### src/design/utf8d_pkg.sv
// ----------------------------------------------------------------------------
// utf8d_pkg
// Shared types and constants for the UTF-8 byte stream decoder.
// ----------------------------------------------------------------------------
package utf8d_pkg;

    localparam int unsigned CP_W = 21;

    localparam logic [7:0] LEAD1_MAX = 8'h7F;
    localparam logic [7:0] LEAD2_MIN = 8'hC0;
    localparam logic [7:0] LEAD2_MAX = 8'hDF;
    localparam logic [7:0] LEAD3_MIN = 8'hE0;
    localparam logic [7:0] LEAD3_MAX = 8'hEF;
    localparam logic [7:0] LEAD4_MIN = 8'hF0;
    localparam logic [7:0] LEAD4_MAX = 8'hF7;
    localparam logic [7:0] CONT_MIN  = 8'h80;
    localparam logic [7:0] CONT_MAX  = 8'hBF;
    localparam logic [7:0] CONT_MASK = 8'h3F;

    localparam logic [CP_W-1:0] FLOOR_TWO   = 21'h00007F;
    localparam logic [CP_W-1:0] FLOOR_THREE = 21'h0007FF;
    localparam logic [CP_W-1:0] FLOOR_FOUR  = 21'h00FFFF;

    localparam logic STATUS_OK  = 1'b0;
    localparam logic STATUS_ERR = 1'b1;

    // continuation bytes of the current sequence
    localparam logic [1:0] SEQ_NONE  = 2'd0;
    localparam logic [1:0] SEQ_TWO   = 2'd1;
    localparam logic [1:0] SEQ_THREE = 2'd2;
    localparam logic [1:0] SEQ_FOUR  = 2'd3;

    typedef struct packed {
        logic [7:0] data_byte;
        logic       end_of_string;
    } t_in_beat;

    typedef struct packed {
        logic [CP_W-1:0] char_value;
        logic            status;
        logic            string_done;
    } t_result;

endpackage

### src/design/utf8d_in_stage.sv
// ----------------------------------------------------------------------------
// utf8d_in_stage
// Input register: holds one byte beat until the decoder takes it.
// ----------------------------------------------------------------------------
module utf8d_in_stage
    import utf8d_pkg::*;
(
    input  logic     i_clk,
    input  logic     i_rst_n,
    input  logic     i_valid,
    input  t_in_beat i_beat,
    input  logic     i_advance,
    output logic     o_stall,
    output logic     o_valid,
    output t_in_beat o_beat
);

    logic     r_valid;
    logic     n_valid;
    t_in_beat r_beat;
    logic     load;

    assign o_stall = r_valid && !i_advance;
    assign load    = i_valid && !o_stall;
    assign n_valid = load || (r_valid && !i_advance);
    assign o_valid = r_valid;
    assign o_beat  = r_beat;

    always_ff @(posedge i_clk) begin
        if (!i_rst_n) begin
            r_valid <= 1'b0;
        end else begin
            r_valid <= n_valid;
        end
    end

    always_ff @(posedge i_clk) begin
        if (load) begin
            r_beat <= i_beat;
        end
    end

endmodule

### src/design/utf8d_decode.sv
// ----------------------------------------------------------------------------
// utf8d_decode
// Sequence state and per-byte decode: gathers code point bits, checks lead,
// continuation, overlong and cut-off rules, and drops bytes after an error.
// ----------------------------------------------------------------------------
module utf8d_decode
    import utf8d_pkg::*;
(
    input  logic     i_clk,
    input  logic     i_rst_n,
    input  logic     i_valid,
    input  t_in_beat i_beat,
    input  logic     i_out_ready,
    output logic     o_advance,
    output logic     o_push,
    output t_result  o_result
);

    logic [1:0]      r_pending;
    logic [1:0]      n_pending;
    logic [CP_W-1:0] r_partial;
    logic [CP_W-1:0] n_partial;
    logic [1:0]      r_seq;
    logic [1:0]      n_seq;
    logic            r_disc;
    logic            n_disc;

    logic [7:0]      byte_in;
    logic            eos;
    logic [1:0]      left;
    logic [CP_W-1:0] cont_bits;
    logic [CP_W-1:0] gathered;
    logic [CP_W-1:0] floor_value;
    logic [CP_W-1:0] good_cp;
    logic            is_cont;
    logic            do_err;
    logic            do_val;
    logic            has_res;
    logic            fire;

    assign byte_in  = i_beat.data_byte;
    assign eos      = i_beat.end_of_string;
    assign left     = r_pending - 2'd1;
    assign is_cont  = (byte_in >= CONT_MIN) && (byte_in <= CONT_MAX);
    assign gathered = r_partial | cont_bits;

    always_comb begin
        unique case (left)
            2'd0:    cont_bits = {15'd0, byte_in[5:0]};
            2'd1:    cont_bits = {9'd0, byte_in[5:0], 6'd0};
            2'd2:    cont_bits = {3'd0, byte_in[5:0], 12'd0};
            default: cont_bits = {byte_in[2:0], 18'd0};
        endcase
    end

    always_comb begin
        unique case (r_seq)
            SEQ_TWO:   floor_value = FLOOR_TWO;
            SEQ_THREE: floor_value = FLOOR_THREE;
            default:   floor_value = FLOOR_FOUR;
        endcase
    end

    always_comb begin
        n_pending = r_pending;
        n_partial = r_partial;
        n_seq     = r_seq;
        n_disc    = r_disc;
        do_err    = 1'b0;
        do_val    = 1'b0;
        good_cp   = '0;
        if (r_disc) begin
            if (eos) begin
                n_disc = 1'b0;
            end
        end else if (r_pending == 2'd0) begin
            priority if (byte_in <= LEAD1_MAX) begin
                do_val  = 1'b1;
                good_cp = {13'd0, byte_in};
            end else if (byte_in >= LEAD2_MIN && byte_in <= LEAD2_MAX) begin
                n_partial = {10'd0, byte_in[4:0], 6'd0};
                n_seq     = SEQ_TWO;
                n_pending = SEQ_TWO;
                do_err    = eos;
            end else if (byte_in >= LEAD3_MIN && byte_in <= LEAD3_MAX) begin
                n_partial = {5'd0, byte_in[3:0], 12'd0};
                n_seq     = SEQ_THREE;
                n_pending = SEQ_THREE;
                do_err    = eos;
            end else if (byte_in >= LEAD4_MIN && byte_in <= LEAD4_MAX) begin
                n_partial = {byte_in[2:0], 18'd0};
                n_seq     = SEQ_FOUR;
                n_pending = SEQ_FOUR;
                do_err    = eos;
            end else begin
                do_err = 1'b1;
            end
        end else begin
            if (!is_cont) begin
                do_err = 1'b1;
            end else begin
                n_pending = left;
                n_partial = gathered;
                if (left != 2'd0) begin
                    do_err = eos;
                end else if (gathered <= floor_value) begin
                    do_err = 1'b1;
                end else begin
                    do_val  = 1'b1;
                    good_cp = gathered;
                end
            end
        end

        if (do_err) begin
            n_pending = 2'd0;
            n_partial = '0;
            n_seq     = SEQ_NONE;
            n_disc    = !eos;
        end else if (do_val) begin
            n_pending = 2'd0;
            n_partial = '0;
            n_seq     = SEQ_NONE;
        end
    end

    assign has_res   = do_err || do_val;
    assign o_advance = !has_res || i_out_ready;
    assign fire      = i_valid && o_advance;
    assign o_push    = fire && has_res;

    always_comb begin
        if (do_err) begin
            o_result.char_value  = '0;
            o_result.status      = STATUS_ERR;
            o_result.string_done = 1'b1;
        end else begin
            o_result.char_value  = good_cp;
            o_result.status      = STATUS_OK;
            o_result.string_done = eos;
        end
    end

    always_ff @(posedge i_clk) begin
        if (!i_rst_n) begin
            r_pending <= 2'd0;
            r_partial <= '0;
            r_seq     <= SEQ_NONE;
            r_disc    <= 1'b0;
        end else if (fire) begin
            r_pending <= n_pending;
            r_partial <= n_partial;
            r_seq     <= n_seq;
            r_disc    <= n_disc;
        end
    end

`ifndef ASSERT_OFF
    a_disc_idle: assert property (@(posedge i_clk) disable iff (!i_rst_n)
        r_disc |-> (r_pending == 2'd0) && (r_seq == SEQ_NONE))
        else $error("discarding with a sequence open");

    a_pending_in_seq: assert property (@(posedge i_clk) disable iff (!i_rst_n)
        (r_pending != 2'd0) |-> (r_seq != SEQ_NONE) && (r_pending <= r_seq))
        else $error("pending count outside sequence length");

    a_disc_silent: assert property (@(posedge i_clk) disable iff (!i_rst_n)
        (fire && r_disc) |-> !o_push)
        else $error("result while discarding");

    a_err_starts_drop: assert property (@(posedge i_clk) disable iff (!i_rst_n)
        (o_push && (o_result.status == STATUS_ERR) && !eos) |=> r_disc)
        else $error("error mid-string did not start discarding");

    a_disc_holds: assert property (@(posedge i_clk) disable iff (!i_rst_n)
        (fire && r_disc && !eos) |=> r_disc)
        else $error("discarding ended before end of string");
`endif

endmodule

### src/design/utf8d_out_stage.sv
// ----------------------------------------------------------------------------
// utf8d_out_stage
// Result register: holds one result beat until the receiver takes it.
// ----------------------------------------------------------------------------
module utf8d_out_stage
    import utf8d_pkg::*;
(
    input  logic    i_clk,
    input  logic    i_rst_n,
    input  logic    i_push,
    input  t_result i_result,
    input  logic    i_stall,
    output logic    o_ready,
    output logic    o_valid,
    output t_result o_result
);

    logic    r_valid;
    logic    n_valid;
    t_result r_result;

    assign o_ready  = !r_valid || !i_stall;
    assign n_valid  = i_push || (r_valid && i_stall);
    assign o_valid  = r_valid;
    assign o_result = r_result;

    always_ff @(posedge i_clk) begin
        if (!i_rst_n) begin
            r_valid <= 1'b0;
        end else begin
            r_valid <= n_valid;
        end
    end

    always_ff @(posedge i_clk) begin
        if (i_push) begin
            r_result <= i_result;
        end
    end

endmodule

### src/design/utf8_byte_stream_decoder.sv
// ----------------------------------------------------------------------------
// utf8_byte_stream_decoder
// UTF-8 byte stream to code point decoder.
//
// Input channel: one byte per beat (i_data_byte, i_end_of_string) on
// i_in_valid / o_in_stall. Output channel: one result beat per completed
// sequence or error (o_char_value, o_status, o_string_done) on o_out_valid /
// i_out_stall. Lead bytes and inner continuation bytes of a sequence and
// bytes dropped after an error give no output beat.
// Throughput: one byte per cycle, set by the single decode step between
// the input register and the result register, when the input is not stalled.
// Errors give one beat with status set, code point zero and string_done
// set; later bytes of that string are dropped up to the end flag.
// Reset (synchronous, active low) empties both registers and clears the
// sequence state. When the receiver stalls, the result register holds;
// bytes that give no result still pass, and the input stalls only once a
// byte with a result finds the result register full.
// ----------------------------------------------------------------------------
module utf8_byte_stream_decoder
    import utf8d_pkg::*;
(
    input  logic            i_clk,
    input  logic            i_rst_n,
    input  logic            i_in_valid,
    output logic            o_in_stall,
    input  logic [7:0]      i_data_byte,
    input  logic            i_end_of_string,
    output logic            o_out_valid,
    input  logic            i_out_stall,
    output logic [CP_W-1:0] o_char_value,
    output logic            o_status,
    output logic            o_string_done
);

    t_in_beat in_beat;
    t_in_beat s1_beat;
    logic     s1_valid;
    logic     advance;
    logic     out_ready;
    logic     push;
    t_result  dec_result;
    t_result  out_result;

    assign in_beat.data_byte     = i_data_byte;
    assign in_beat.end_of_string = i_end_of_string;

    utf8d_in_stage u_in_stage (
        .i_clk     (i_clk),
        .i_rst_n   (i_rst_n),
        .i_valid   (i_in_valid),
        .i_beat    (in_beat),
        .i_advance (advance),
        .o_stall   (o_in_stall),
        .o_valid   (s1_valid),
        .o_beat    (s1_beat)
    );

    utf8d_decode u_decode (
        .i_clk       (i_clk),
        .i_rst_n     (i_rst_n),
        .i_valid     (s1_valid),
        .i_beat      (s1_beat),
        .i_out_ready (out_ready),
        .o_advance   (advance),
        .o_push      (push),
        .o_result    (dec_result)
    );

    utf8d_out_stage u_out_stage (
        .i_clk    (i_clk),
        .i_rst_n  (i_rst_n),
        .i_push   (push),
        .i_result (dec_result),
        .i_stall  (i_out_stall),
        .o_ready  (out_ready),
        .o_valid  (o_out_valid),
        .o_result (out_result)
    );

    assign o_char_value  = out_result.char_value;
    assign o_status      = out_result.status;
    assign o_string_done = out_result.string_done;

endmodule

### config.mk
export PLATFORM = sky130hd
export DESIGN_NAME = utf8_byte_stream_decoder
export DESIGN_NICKNAME = d
export VERILOG_FILES = /design/src/design/utf8d_pkg.sv /design/src/design/utf8d_in_stage.sv /design/src/design/utf8d_decode.sv /design/src/design/utf8d_out_stage.sv /design/src/design/utf8_byte_stream_decoder.sv
export SDC_FILE = /design/constraint.sdc
export NUM_CORES = 1
export LEC_CHECK = 0
export BUFFER_PORTS_ARGS = -buffer_cell sky130_fd_sc_hd__buf_2
export CORE_MARGIN = 1.5
export CORE_UTILIZATION = 50
export CTS_BUF_LIST = sky130_fd_sc_hd__clkbuf_4
export CTS_CLUSTER_DIAMETER = 80
export DETAILED_ROUTE_END_ITERATION = 7
export MAX_ROUTING_LAYER = met4
export PLACE_DENSITY = 0.71
export SYNTH_ARGS = -nofsm -noshare
export SYNTH_HDL_FRONTEND = slang
export SYNTH_SLANG_ARGS = --single-unit
### constraint.sdc
create_clock -name i_clk -period 7.3 [get_ports i_clk]
set_clock_uncertainty 0.2 [all_clocks]
set_input_delay 0.365 -clock i_clk [delete_from_list [all_inputs] [get_ports i_clk]]
set_output_delay 0.365 -clock i_clk [all_outputs]
set_load 0.01 [all_outputs]
Word-level counts from Yosys, hierarchy flattened
Index checks and enable logic that the tools add are counted.

Add/sub/neg operators: 1. Order comparisons: 10. Equal/unequal tests: 8. Muxes and demuxes: 48. Bitwise gates (word level): 1. Reduce and logical (&&, ||, !) cells: 29.

Operators with widths (count): 2-to-1 mux 21 bit (13); one-hot mux 21 bit (3 select lines) (1); greater-or-equal comparator 8 bit (second input constant) (4); <= comparator 8 bit (second input constant) (4); one-hot mux 16 bit (2 select lines) (1); 2-to-1 mux 2 bit (14); <= comparator 21 x 16 -> 1 bit (1); OR 21 bit (1); 2-to-1 mux 1 bit (18); AND reduction 5 bit (2); logical AND 1 bit (9); <= comparator 8 x 7 -> 1 bit (second input constant) (1); 2-to-1 mux 8 bit (1); zero test 1 bit (6); inequality test 6 x 4 -> 1 bit (second input constant) (1); logical OR 1 bit (5); nonzero test 5 bit (1); equality test 2 x 1 -> 1 bit (second input constant) (2); equality test 2 bit (second input constant) (2); zero test 2 bit (2); inequality test 4 x 2 -> 1 bit (second input constant) (1); nonzero test 4 bit (1); inequality test 3 x 1 -> 1 bit (second input constant) (1); inequality test 3 bit (second input constant) (1); other kinds (4) (4).

Register bits: 60. Bits of input ports: 13. Output and inout bits: 25. Logic and storage cells: 108.

Longest topological paths before layout
Gate-level depths: netlist (run 1).

Depth in word-level cells: 18. Depth in mapped cells: 13. Depth with buffers taken out: 10.

By module
Synthesis (run 1) repeated with hierarchy kept, for this count alone.

Cell total of the unflattened synthesis: 299. Area, all modules: 3083.0 um^2.

Modules (own cells, without submodules): utf8d_decode (instances 1, cells each 259, area each 2039.5 um^2, seq. area each 520.5 um^2); utf8d_out_stage (instances 1, cells each 27, area each 725.7 um^2, seq. area each 710.7 um^2); utf8d_in_stage (instances 1, cells each 13, area each 317.8 um^2, seq. area each 290.3 um^2).

Least setup slack after synthesis (run 1)
Ideal clock, no wire load.

Path type: register -> register. From: register u_in_stage.r_beat, in the netlist u_in_stage.o_beat[5]. To: register u_out_stage.r_result, in the netlist u_out_stage.o_result[0] (enable). Library setup time: 0.411 ns. Arrival: 2.394 ns. Data required time: 6.689 ns. Setup slack: 4.295 ns. Cell stages (with the launch flop): 7. Buffers on the path: 1. Period minus slack after synthesis: 3.005 ns. Cell sequence: edfxtp_1 -> clkbuf_1 -> and3_1 -> o31ai_2 -> a21oi_1 -> nand2_1 -> a21oi_1.

Cells in the longest elaborated chain, start to end: 13. Elaborated cells on any way between the ends: 36. Classes of those cells: order compare: 10; mux: 16; bitwise: 1; reduce/logical: 9.

Ends and longest elaborated chain: from (decl) (line utf8d_in_stage.sv:20) `t_in_beat r_beat;`; from (signal assigned) (line utf8d_in_stage.sv:39) `r_beat <= i_beat;`; one-hot mux 21 bit (3 select lines), or another cell as far along (line utf8d_decode.sv:48) `unique case (left)`; OR 21 bit or logical AND 1 bit (tied branches) (line utf8d_decode.sv:45, utf8d_decode.sv:90); <= comparator 21 x 16 -> 1 bit or 2-to-1 mux 1 bit (tied branches) (line utf8d_decode.sv:106, utf8d_decode.sv:90); 2-to-1 mux 1 bit (on tied branches) (line utf8d_decode.sv:106, utf8d_decode.sv:85); 2-to-1 mux 1 bit (on tied branches) (line utf8d_decode.sv:104, utf8d_decode.sv:80); 2-to-1 mux 1 bit (on tied branches) (line utf8d_decode.sv:99, utf8d_decode.sv:77); 2-to-1 mux 1 bit (line utf8d_decode.sv:76) `end else if (r_pending == 2'd0) begin`; 2-to-1 mux 1 bit (line utf8d_decode.sv:72) `if (r_disc) begin`; logical OR 1 bit (*) (line utf8d_decode.sv:127) `assign has_res = do_err || do_val;`; zero test 1 bit (line utf8d_decode.sv:128) `assign o_advance = !has_res || i_out_ready;`; logical OR 1 bit (line utf8d_decode.sv:128); logical AND 1 bit (line utf8d_decode.sv:129) `assign fire = i_valid && o_advance;`; logical AND 1 bit (*) (line utf8d_decode.sv:130) `assign o_push = fire && has_res;`; named net push (line utf8_byte_stream_decoder.sv:40) `logic push;`; to (signal assigned) (line utf8d_out_stage.sv:37) `r_result <= i_result;`; to (decl) (line utf8d_out_stage.sv:20) `t_result r_result;`.

The timed path passes the listed nets; every way through them passes the cells marked *. A chain may end at the register's enable or synchronous reset.

Worst setup path after layout (run 1)
From: register u_decode.r_pending[1]. To: register u_out_stage.r_result, in the netlist u_out_stage.o_result[3] (data pin).

Cells in the longest elaborated chain, start to end: 11. Elaborated cells on any way between the ends: 19. Classes of those cells: add/sub: 1; order compare: 1; eq/ne: 2; mux: 10; bitwise: 1; reduce/logical: 4.

Ends and longest elaborated chain: from (decl) (line utf8d_decode.sv:19) `logic [1:0] r_pending;`; from (signal assigned) (line utf8d_decode.sv:151) `r_pending <= n_pending;`; subtractor 2 x 1 -> 2 bit (*) (line utf8d_decode.sv:43) `assign left = r_pending - 2'd1;`; equality test 2 bit, or another cell as far along (line utf8d_decode.sv:48); one-hot mux 21 bit (3 select lines) (*) (line utf8d_decode.sv:48); OR 21 bit (*) (line utf8d_decode.sv:45) `assign gathered = r_partial | cont_bits;`; named net u_decode.gathered[11] (line utf8d_decode.sv:32) `logic [CP_W-1:0] gathered;`; <= comparator 21 x 16 -> 1 bit (*) (line utf8d_decode.sv:106) `end else if (gathered <= floor_value) begin`; 2-to-1 mux 1 bit (line utf8d_decode.sv:106); 2-to-1 mux 1 bit (line utf8d_decode.sv:104) `if (left != 2'd0) begin`; 2-to-1 mux 1 bit (line utf8d_decode.sv:99) `if (!is_cont) begin`; 2-to-1 mux 1 bit (line utf8d_decode.sv:76); 2-to-1 mux 1 bit (line utf8d_decode.sv:72); OR reduction 2 bit (no line).

Marks and branches as above.

==> flow_metrics.py, run 1 <==
metrics = {
    "setup_path": {
        "arrival_ns": 3.51,
        "endpoint_kind": "flip-flop",
        "worst_path_most_repeated_cell": "a21oi_1",
        "crit_slowest_cell": "o21ai_1",
        "worstSetupStartpointType": "flip-flop",
        "slowest_delay_ns": 0.64,
        "critPathKind": "flip-flop to flip-flop",
        "path_cells": "nor2b_1 > a21oi_1 > inv_1 > ha_1 > a21oi_1 > a21boi_0 > o21ba_2 > o21ai_1 > nor2_4 > o22a_1",
        "path_max_fanout": 17,
        "worst_ep_required_time_ns": 7.26,
    },
    "sta": {
        "hold_slack_ns": 0.104,
        "fin_crit_sh": 0.486,
        "rsz0062_at_grt": "no",
        "hold_viol_final": 0,
        "fmaxAchievable_mhz": 282,
        "setup_viol": 0,
        "slew-limit-headroom": 0.446,
        "worstMarginPinSlew_ns": 0.825,
        "fin_crit_ns": 3.55,
        "tns_ns": 0,
        "slew_viol_final": 0,
    },
    "grt": {
        "grt_pass1_wl_um": 10500,
        "grt_pass1_vias": 2157,
        "grt_max_degree": 24,
        "gr-usage-all-layers": 0.229,
        "grt_antenna_before_repair": 0,
        "grt_overflow": 0,
    },
    "cts": {
        "cts_buffers": 9,
        "cts_hold_buf": 10,
        "cts_resized": 0,
        "h-tree-depth": 3,
        "cts_tree": "yes",
        "post_cts_buffers": 0,
        "cts_buffer_depth": 2,
        "clk_latency_ns": 0.41,
        "clock-root-buffer": "clkbuf_4",
        "cts_sinks": 60,
        "clkTransAtPathRegs_ns": 0.10,
    },
    "route": {
        "drtPass1Iterations": 6,
        "wirelength_um": 6610,
        "avgRoutedWirePerCell_um": 16.5,
        "drc": 0,
        "vias": 2391,
        "detail-route-antenna-nets": 0,
        "dr.first_iter.drc_count": 262,
        "vias_per_cell": 5.95,
    },
    "synth": {
        "synth-simple-area-share": 0.177,
        "ys_seq_area_frac": 0.522,
        "synth_edf_count": 32,
        "synth_cells": 287,
        "synthTopCellsByArea": "edfxtp_1, dfxtp_1, ha_1, a21oi_1, and2_1",
        "synth_nets": 310,
        "ys_ff_latch": 60,
        "synth_xor_xnor_area_share": 0,
        "ys_async_sr_fraction": 0,
        "yosys_warnings": 0,
        "yosysTopAreaCell": "edfxtp_1",
        "avgSynthCellArea_um2": 10.2,
        "synth_top_area_share": 0.330,
        "yosys-mux-area-fraction": 0,
        "synth.cell_area_um2": 2920,
        "synth_fa_ha_area_frac": 0.0429,
        "synth_top_family_by_area": "compound AO/OA/AOI/OAI gates",
        "synth_compound_area_frac": 0.211,
        "yosysUniqueCellTypes": 51,
        "synth-main-ff-cell": "edfxtp_1",
    },
    "die": {
        "pin_count": 38,
        "die_w_um": 79.4,
        "start_util": 0.523,
        "die_h_um": 79.4,
        "rows": 27,
        "design.die.area_um2": 6300,
        "core_um2": 5570,
    },
    "power_and_ir_drop": {
        "p_leak_nw": 1.39,
        "p_per_area_nw_per_um2": 215,
        "ir_drop_uv": 156,
    },
    "final_layout": {
        "drive_gt1_frac": 0.191,
        "fill_cells": 457,
        "layout_commonest_cell": "buf_2",
        "n_antenna_cell": 0,
        "layout_common_cells": "buf_2, edfxtp_1, dfxtp_1",
        "area_growth_pct": 16.0,
        "nets": 348,
        "utilization": 0.607,
    },
    "placed_design": {
        "portBuffers": 37,
        "place_congestion": 0.921,
        "hpwl_um": 4580,
    },
    "run_status": {
        "status": "finished clean",
    },
    "hold_path": {
        "worstHoldPathType": "input port to flip-flop",
    },
    "run": {
        "drv_cap": 0,
    },
}
-- through the flow --
stage,cells,setup WS [ns],power [mW],cell area (µm²)
3_3_place_gp,376,3.99,0.442,3110
2_1_floorplan,287,4.30,0.424,2920
5_1_grt,402,3.45,0.754,3380
6_report,402,3.75,0.726,3380
3_5_place_dp,376,3.82,0.444,3110
4_1_cts,402,3.81,0.731,3380
-- kinds of logic after synthesis --
family,Yosys count
buffers and inverters,33
AO/OA/AOI/OAI,87
flip-flops,60
adder cells (fa/ha/maj),10
AND/OR/NAND/NOR,97
-- final timing paths --
| kind | start | end | slack [ns] | depth (start not counted) |
|---|---|---|---|---|
| setup reg to reg | u_decode.r_pending[1] | u_out_stage.o_result[3] | 3.75 | 10 |
| setup / recovery | u_decode.r_pending[1] | u_out_stage.o_result[3] | 3.75 | 10 |
| hold / removal | i_rst_n | u_in_stage.o_valid | 0.10 | 2 |
| hold reg to reg | u_decode.r_partial[9] | u_decode.r_partial[9] | 0.26 | 2 |
-- sequential cells by signal, indices dropped and copies added, names as in the netlist --
signal / cells
u_out_stage.o_result: 23
u_decode.r_partial: 21
u_in_stage.o_beat: 9
u_decode.r_pending: 2
u_decode.r_seq: 2
u_decode.r_disc: 1
u_in_stage.o_valid: 1
u_out_stage.o_valid: 1
-- routing by layer --
layer | vias to the layer above | global-route usage | wire length [µm]
li1 | 1153 | - | -
met1 | 1135 | 0.297 | 2920
met2 | 93 | 0.352 | 3180
met3 | 10 | 0.0345 | 397
met4 | 0 | 0.112 | 110
met5 | - | - | 0
-- synthesized netlist by cell type (all sizes together) (5+ instances only) --
cell type	number
o22a	6
nand3	12
nor2	19
clkbuf	14
inv	12
a21oi	20
ha	10
nand2	17
a21o	9
o21ai	12
a31oi	9
dfxtp	28
edfxtp	32
buf	7
and2	14
nor3	15
a22o	7
a22oi	5
-- worst max-delay path: cells and delay by family (launching register included) --
family                     cells  cell delay (ns)
AOI/OAI and AO/OA              6             1.54
adders and majority gates      1             0.25
and+or+nand+nor                2             0.69
DFF                            1             0.52
buffers and inverters          1             0.10
-- report_power, final --
part / leakage, nW / switching (mW) / internal [mW] / total [mW]
Clock: 0.0901 / 0.116 / 0.169 / 0.285
Sequential: 0.536 / 0.0112 / 0.367 / 0.379
Combinational: 0.763 / 0.0384 / 0.0241 / 0.0625
-- area by class of cell --
class	instances	area (µm²)	share of cell area
clock buffers	9	67.6	0.0200
clock inverters	7	105	0.0311
inverters	12	45.0	0.0133
multi-input cells	194	1260	0.372
flip-flops and latches	60	1520	0.450
well taps	72	90.1	0.0266
repair buffers	48	293	0.0866
No activity file was read; power rests on OpenSTA's default activity.
==> run 2: changes to the inputs <==
- PLACE_DENSITY: 0.71 -> 0.73
- clock period: 7.3 -> 3.1 ns (I/O delays scaled with it)
==> run 2 against run 1 <==
Against the previous run: combinational power grew to 2.7 times the previous value; power is 110% higher; worst setup slack worse by 3.5 ns; sequential power is 130% higher; largest power group unchanged.
==> flow_metrics.py, run 2 (synthesis results as in run 1) <==
metrics = {
    "grt": {
        "gr-usage-all-layers": 0.237,
        "grtUsageMet1": 0.306,
        "use_met2": 0.351,
        "grt_overflow": 0,
        "grt_max_degree": 24,
        "grt_pass1_wl_um": 10900,
        "grt_pass1_vias": 2242,
        "grt_antenna_before_repair": 0,
        "top_usage_layer": "met2",
        "grtUsageMet3": 0.0506,
    },
    "cts": {
        "cts_buffer_depth": 2,
        "cts_sinks": 60,
        "clock-root-buffer": "clkbuf_4",
        "clkTransAtPathRegs_ns": 0.10,
        "cts_tree": "yes",
        "h-tree-depth": 3,
        "cts_buffers": 9,
        "clk_latency_ns": 0.40,
    },
    "power_and_ir_drop": {
        "p_per_area_nw_per_um2": 436,
        "seq_power_share": 0.589,
        "p_leak_nw": 1.44,
        "ir_drop_uv": 332,
        "switching_share": 0.256,
        "p_sw_mw": 0.386,
        "comb_power_share": 0.112,
        "p_int_mw": 1.12,
        "pwr-share-clk": 0.298,
    },
    "placed_design": {
        "portBuffers": 37,
        "hpwl_um": 4820,
        "place_congestion": 0.989,
    },
    "sta": {
        "slew_viol_final": 0,
        "fin_crit_ns": 2.87,
        "slew-limit-headroom": 0.574,
        "fin_crit_sh": 0.926,
        "hold_viol_final": 0,
        "fmaxAchievable_mhz": 348,
        "tns_ns": 0,
        "worstMarginPinSlew_ns": 0.639,
        "rsz0062_at_grt": "no",
        "setup_viol": 0,
    },
    "setup_path": {
        "worstSetupStartpointType": "flip-flop",
        "arrival_ns": 2.82,
        "endpoint_kind": "flip-flop",
        "r2r-end": "u_out_stage.o_result[2]",
        "path_max_fanout": 17,
        "crit_start": "u_decode.r_pending[0]",
        "critPathKind": "flip-flop to flip-flop",
        "rr_startpoint": "u_decode.r_pending[0]",
        "reg2reg_depth": 12,
        "worst_ep_required_time_ns": 3.05,
        "r2r_slack_ns": 0.23,
        "crit_end": "u_out_stage.o_result[2]",
    },
    "route": {
        "avgRoutedWirePerCell_um": 16.1,
        "drc": 0,
        "dr.first_iter.drc_count": 216,
        "vias_per_cell": 5.78,
        "drtPass1Iterations": 5,
        "detail-route-antenna-nets": 0,
        "vias": 2418,
        "wirelength_um": 6750,
    },
    "die": {
        "die_h_um": 79.4,
        "die_w_um": 79.4,
        "design.die.area_um2": 6300,
        "start_util": 0.523,
        "core_um2": 5570,
        "rows": 27,
        "pin_count": 38,
    },
    "final_layout": {
        "n_antenna_cell": 0,
        "largest_reg_flops": 23,
        "utilization": 0.619,
        "nets": 364,
        "area_growth_pct": 18.3,
        "drive_gt1_frac": 0.231,
        "fill_cells": 481,
        "layout_common_cells": "buf_2, edfxtp_1, dfxtp_1",
        "layout_commonest_cell": "buf_2",
    },
    "run_status": {
        "status": "finished clean",
    },
    "hold_path": {
        "worstHoldPathType": "input port to flip-flop",
    },
    "run": {
        "drv_cap": 0,
    },
}
[run 2: worst min path at each step]
stage                          from                    to  slack [ns]  depth (start not counted)
finish              i_end_of_string  u_in_stage.o_beat[0]        0.26                          2
CTS                  i_data_byte[5]  u_in_stage.o_beat[6]        0.24                          2
floorplan           i_end_of_string  u_in_stage.o_beat[0]        0.05                          0
global route        i_end_of_string  u_in_stage.o_beat[0]        0.25                          2
global placement    i_end_of_string  u_in_stage.o_beat[0]        0.13                          1
detailed placement   i_data_byte[7]  u_in_stage.o_beat[8]        0.13                          1
[run 2: power groups by stage]
stage,Clock (mW),Sequential [mW],Combinational [mW]
6_report,0.449,0.887,0.169
5_1_grt,0.494,0.890,0.184
4_1_cts,0.461,0.886,0.167
3_5_place_dp,0,0.904,0.154
3_3_place_gp,0,0.904,0.152
2_1_floorplan,0,0.901,0.0973
[run 2: critical path, stage by stage, from the launching register on]
cell      delay (ns)
dfxtp_2         0.43
nor2b_1         0.07
buf_4           0.16
a21oi_1         0.21
inv_1           0.09
ha_1            0.32
nand4_1         0.13
nor3_2          0.21
nand4b_1        0.14
o21ai_2         0.15
buf_4           0.20
nor2_4          0.10
o22a_1          0.23
[run 2: cell type report]
type	count	area, µm²	area share
clock inverter	4	17.5	0.00508
inverter	12	45.0	0.0131
multi-input combinational	194	1260	0.366
sequential	60	1520	0.441
timing repair buffer	64	420	0.122
clock buffer	12	90.1	0.0261
tap	72	90.1	0.0261
[run 2: repair_timing]
item / CTS / global route
setup endpoints to repair: 0 / 18
resized for setup: 0 / 2
buffers inserted: 0 / 0
endpoints found under the hold margin: 16 / 0
hold buffers: 13 / 0
[run 2: routing by layer]
metal | vias to the layer above | share of wire
met2 | 116 | 0.44
li1 | 1186 | -
met1 | 1096 | 0.47
met4 | 0 | 0.028
met5 | - | 0
met3 | 20 | 0.066
[run 2: metrics by stage]
stage	std cells	setup slack [ns]	area (µm²)	total power, mW	hold slack, ns
floorplan	287	0.0951	2920	0.998	0.0539
global placement	389	0.301	3210	1.06	0.132
detailed placement	389	0.167	3210	1.06	0.133
CTS	418	0.134	3440	1.51	0.236
global route	418	0.0267	3450	1.57	0.254
finish	418	0.229	3450	1.50	0.256
==> run 3: changes to the inputs <==
==> constraint.sdc (replaced) <==
create_clock -name i_clk -period 3.1 [get_ports i_clk]
set_clock_uncertainty 0.2 [all_clocks]
set_input_delay 0.62 -clock i_clk [delete_from_list [all_inputs] [get_ports i_clk]]
set_output_delay 0.62 -clock i_clk [all_outputs]
set_load 0.01 [all_outputs]
==> run 3 against run 2 <==
Against the previous run: register-to-register slack got worse by 0.07 ns; sequential power barely moved; critical path depth fell by 5; worst setup slack got worse by 0.089 ns; hold slack got worse by 0.074 ns; die area did not move; combinational power fell by 3%; clock power rose by 35%; power rose by 9.8%; via count fell by 0.83%; final cell count fell by 1.7%; largest power group unchanged.
==> flow_metrics.py, run 3 (synthesis results as in run 1) <==
metrics = {
    "run_status": {
        "status": "finished clean",
    },
    "grt": {
        "grtUsageMet1": 0.292,
        "gr-usage-all-layers": 0.236,
        "top_usage_layer": "met2",
        "grt_overflow": 0,
        "use_met2": 0.362,
        "grt_pass1_wl_um": 10600,
        "grt_max_degree": 24,
        "grt_pass1_vias": 2115,
        "grtUsageMet3": 0.0621,
        "grt_antenna_before_repair": 0,
    },
    "die": {
        "die_w_um": 79.4,
        "design.die.area_um2": 6300,
        "start_util": 0.523,
        "die_h_um": 79.4,
        "core_um2": 5570,
        "pin_count": 38,
        "rows": 27,
    },
    "cts": {
        "cts_hold_buf": 0,
        "clkTransAtPathRegs_ns": 0.10,
        "cts_buffer_depth": 2,
        "cts_buffers": 9,
        "cts_tree": "yes",
        "clk_latency_ns": 0.41,
        "cts_sinks": 60,
        "clock-root-buffer": "clkbuf_4",
        "h-tree-depth": 3,
    },
    "sta": {
        "hold_slack_ns": 0.182,
        "slew_viol_final": 0,
        "fin_crit_sh": 0.955,
        "slew-limit-headroom": 0.562,
        "tns_ns": 0,
        "setup_viol": 0,
        "fmaxAchievable_mhz": 338,
        "hold_viol_final": 0,
        "worstMarginPinSlew_ns": 0.657,
        "rsz0062_at_grt": "no",
        "fin_crit_ns": 2.96,
    },
    "setup_path": {
        "endpoint_kind": "output port",
        "r2r-end": "u_out_stage.o_result[6]",
        "critPathKind": "flip-flop to output port",
        "worstSetupStartpointType": "flip-flop",
        "worst_ep_required_time_ns": 2.28,
        "arrival_ns": 2.14,
        "rr_startpoint": "u_decode.r_pending[0]",
        "reg2reg_depth": 12,
        "r2r_slack_ns": 0.16,
        "path_max_fanout": 8,
    },
    "final_layout": {
        "layout_common_cells": "buf_2, edfxtp_1, dfxtp_1",
        "n_antenna_cell": 0,
        "drive_gt1_frac": 0.254,
        "area_growth_pct": 16.8,
        "layout_commonest_cell": "buf_2",
        "largest_reg_flops": 23,
        "utilization": 0.611,
        "nets": 357,
        "fill_cells": 477,
    },
    "power_and_ir_drop": {
        "finalPower_mw": 1.65,
        "p_leak_nw": 1.44,
        "ir_drop_uv": 313,
        "p_per_area_nw_per_um2": 485,
    },
    "route": {
        "dr.first_iter.drc_count": 213,
        "avgRoutedWirePerCell_um": 16.3,
        "detail-route-antenna-nets": 0,
        "vias": 2398,
        "drc": 0,
        "drtPass1Iterations": 7,
        "wirelength_um": 6720,
        "vias_per_cell": 5.83,
    },
    "placed_design": {
        "hpwl_um": 4870,
        "place_congestion": 0.949,
        "portBuffers": 37,
    },
    "hold_path": {
        "worstHoldPathType": "input port to flip-flop",
        "min_to": "u_in_stage.o_beat[2]",
        "hold-path-cell-count": 1,
        "hold_start": "i_data_byte[1]",
    },
    "run": {
        "drv_cap": 0,
    },
}
run 3: per-layer routing:
metal  vias up  part of all wire  wire [µm]
met5         -                 0          0
met2       110              0.45       3010
met4         0             0.030        202
met1      1101              0.44       2950
li1       1166                 -          -
met3        21             0.082        548
run 3: per-stage QoR:
stage	area [µm²]	setup WS (ns)	std cells
finish	3410	0.140	411
global route	3410	0.000662	411
CTS	3360	0.0584	405
detailed placement	3210	0.148	389
global placement	3210	0.281	389
floorplan	2920	0.0951	287
run 3: final cells by class:
type,count,area (µm²),share of cell area
Sequential cell,60,1520,0.447
Multi-Input combinational cell,194,1260,0.370
Timing Repair Buffer,57,335,0.0985
Tap cell,72,90.1,0.0265
Clock inverter,6,78.8,0.0231
Clock buffer,10,75.1,0.0220
Inverter,12,45.0,0.0132
run 3: how the worst max path moves through the flow:
stage / from / end / slack [ns]
finish: u_decode.r_pending[1] / o_in_stall / 0.14
global route: u_decode.r_pending[0] / u_out_stage.o_result[2] / 0.0007
CTS: u_in_stage.o_beat[4] / o_in_stall / 0.06
detailed placement: u_decode.r_pending[0] / u_out_stage.o_result[6] / 0.15
global placement: u_decode.r_pending[0] / u_out_stage.o_result[5] / 0.28
floorplan: u_in_stage.o_beat[5] / u_out_stage.o_result[0] / 0.1
run 3: report_power, final:
| group | leakage, nW | internal, mW | switching (mW) |
|---|---|---|---|
| logic | 0.813 | 0.0636 | 0.101 |
| registers | 0.536 | 0.865 | 0.0187 |
| clock network | 0.0876 | 0.330 | 0.275 |
| total | 1.44 | 1.26 | 0.394 |
run 3: what timing repair did:
item	CTS	global route
endpoints found under the hold margin	0	0
setup buffers	0	6
gates resized for setup	0	1
endpoints found under the setup margin	0	19
run 3: worst max-delay path, stage by stage (launching register included):
cell	delay [ns]
dfxtp_1	0.35
buf_4	0.17
or3b_4	0.39
o31ai_2	0.29
a21oi_1	0.16
nand2_1	0.14
nor2_1	0.09
buf_2	0.15
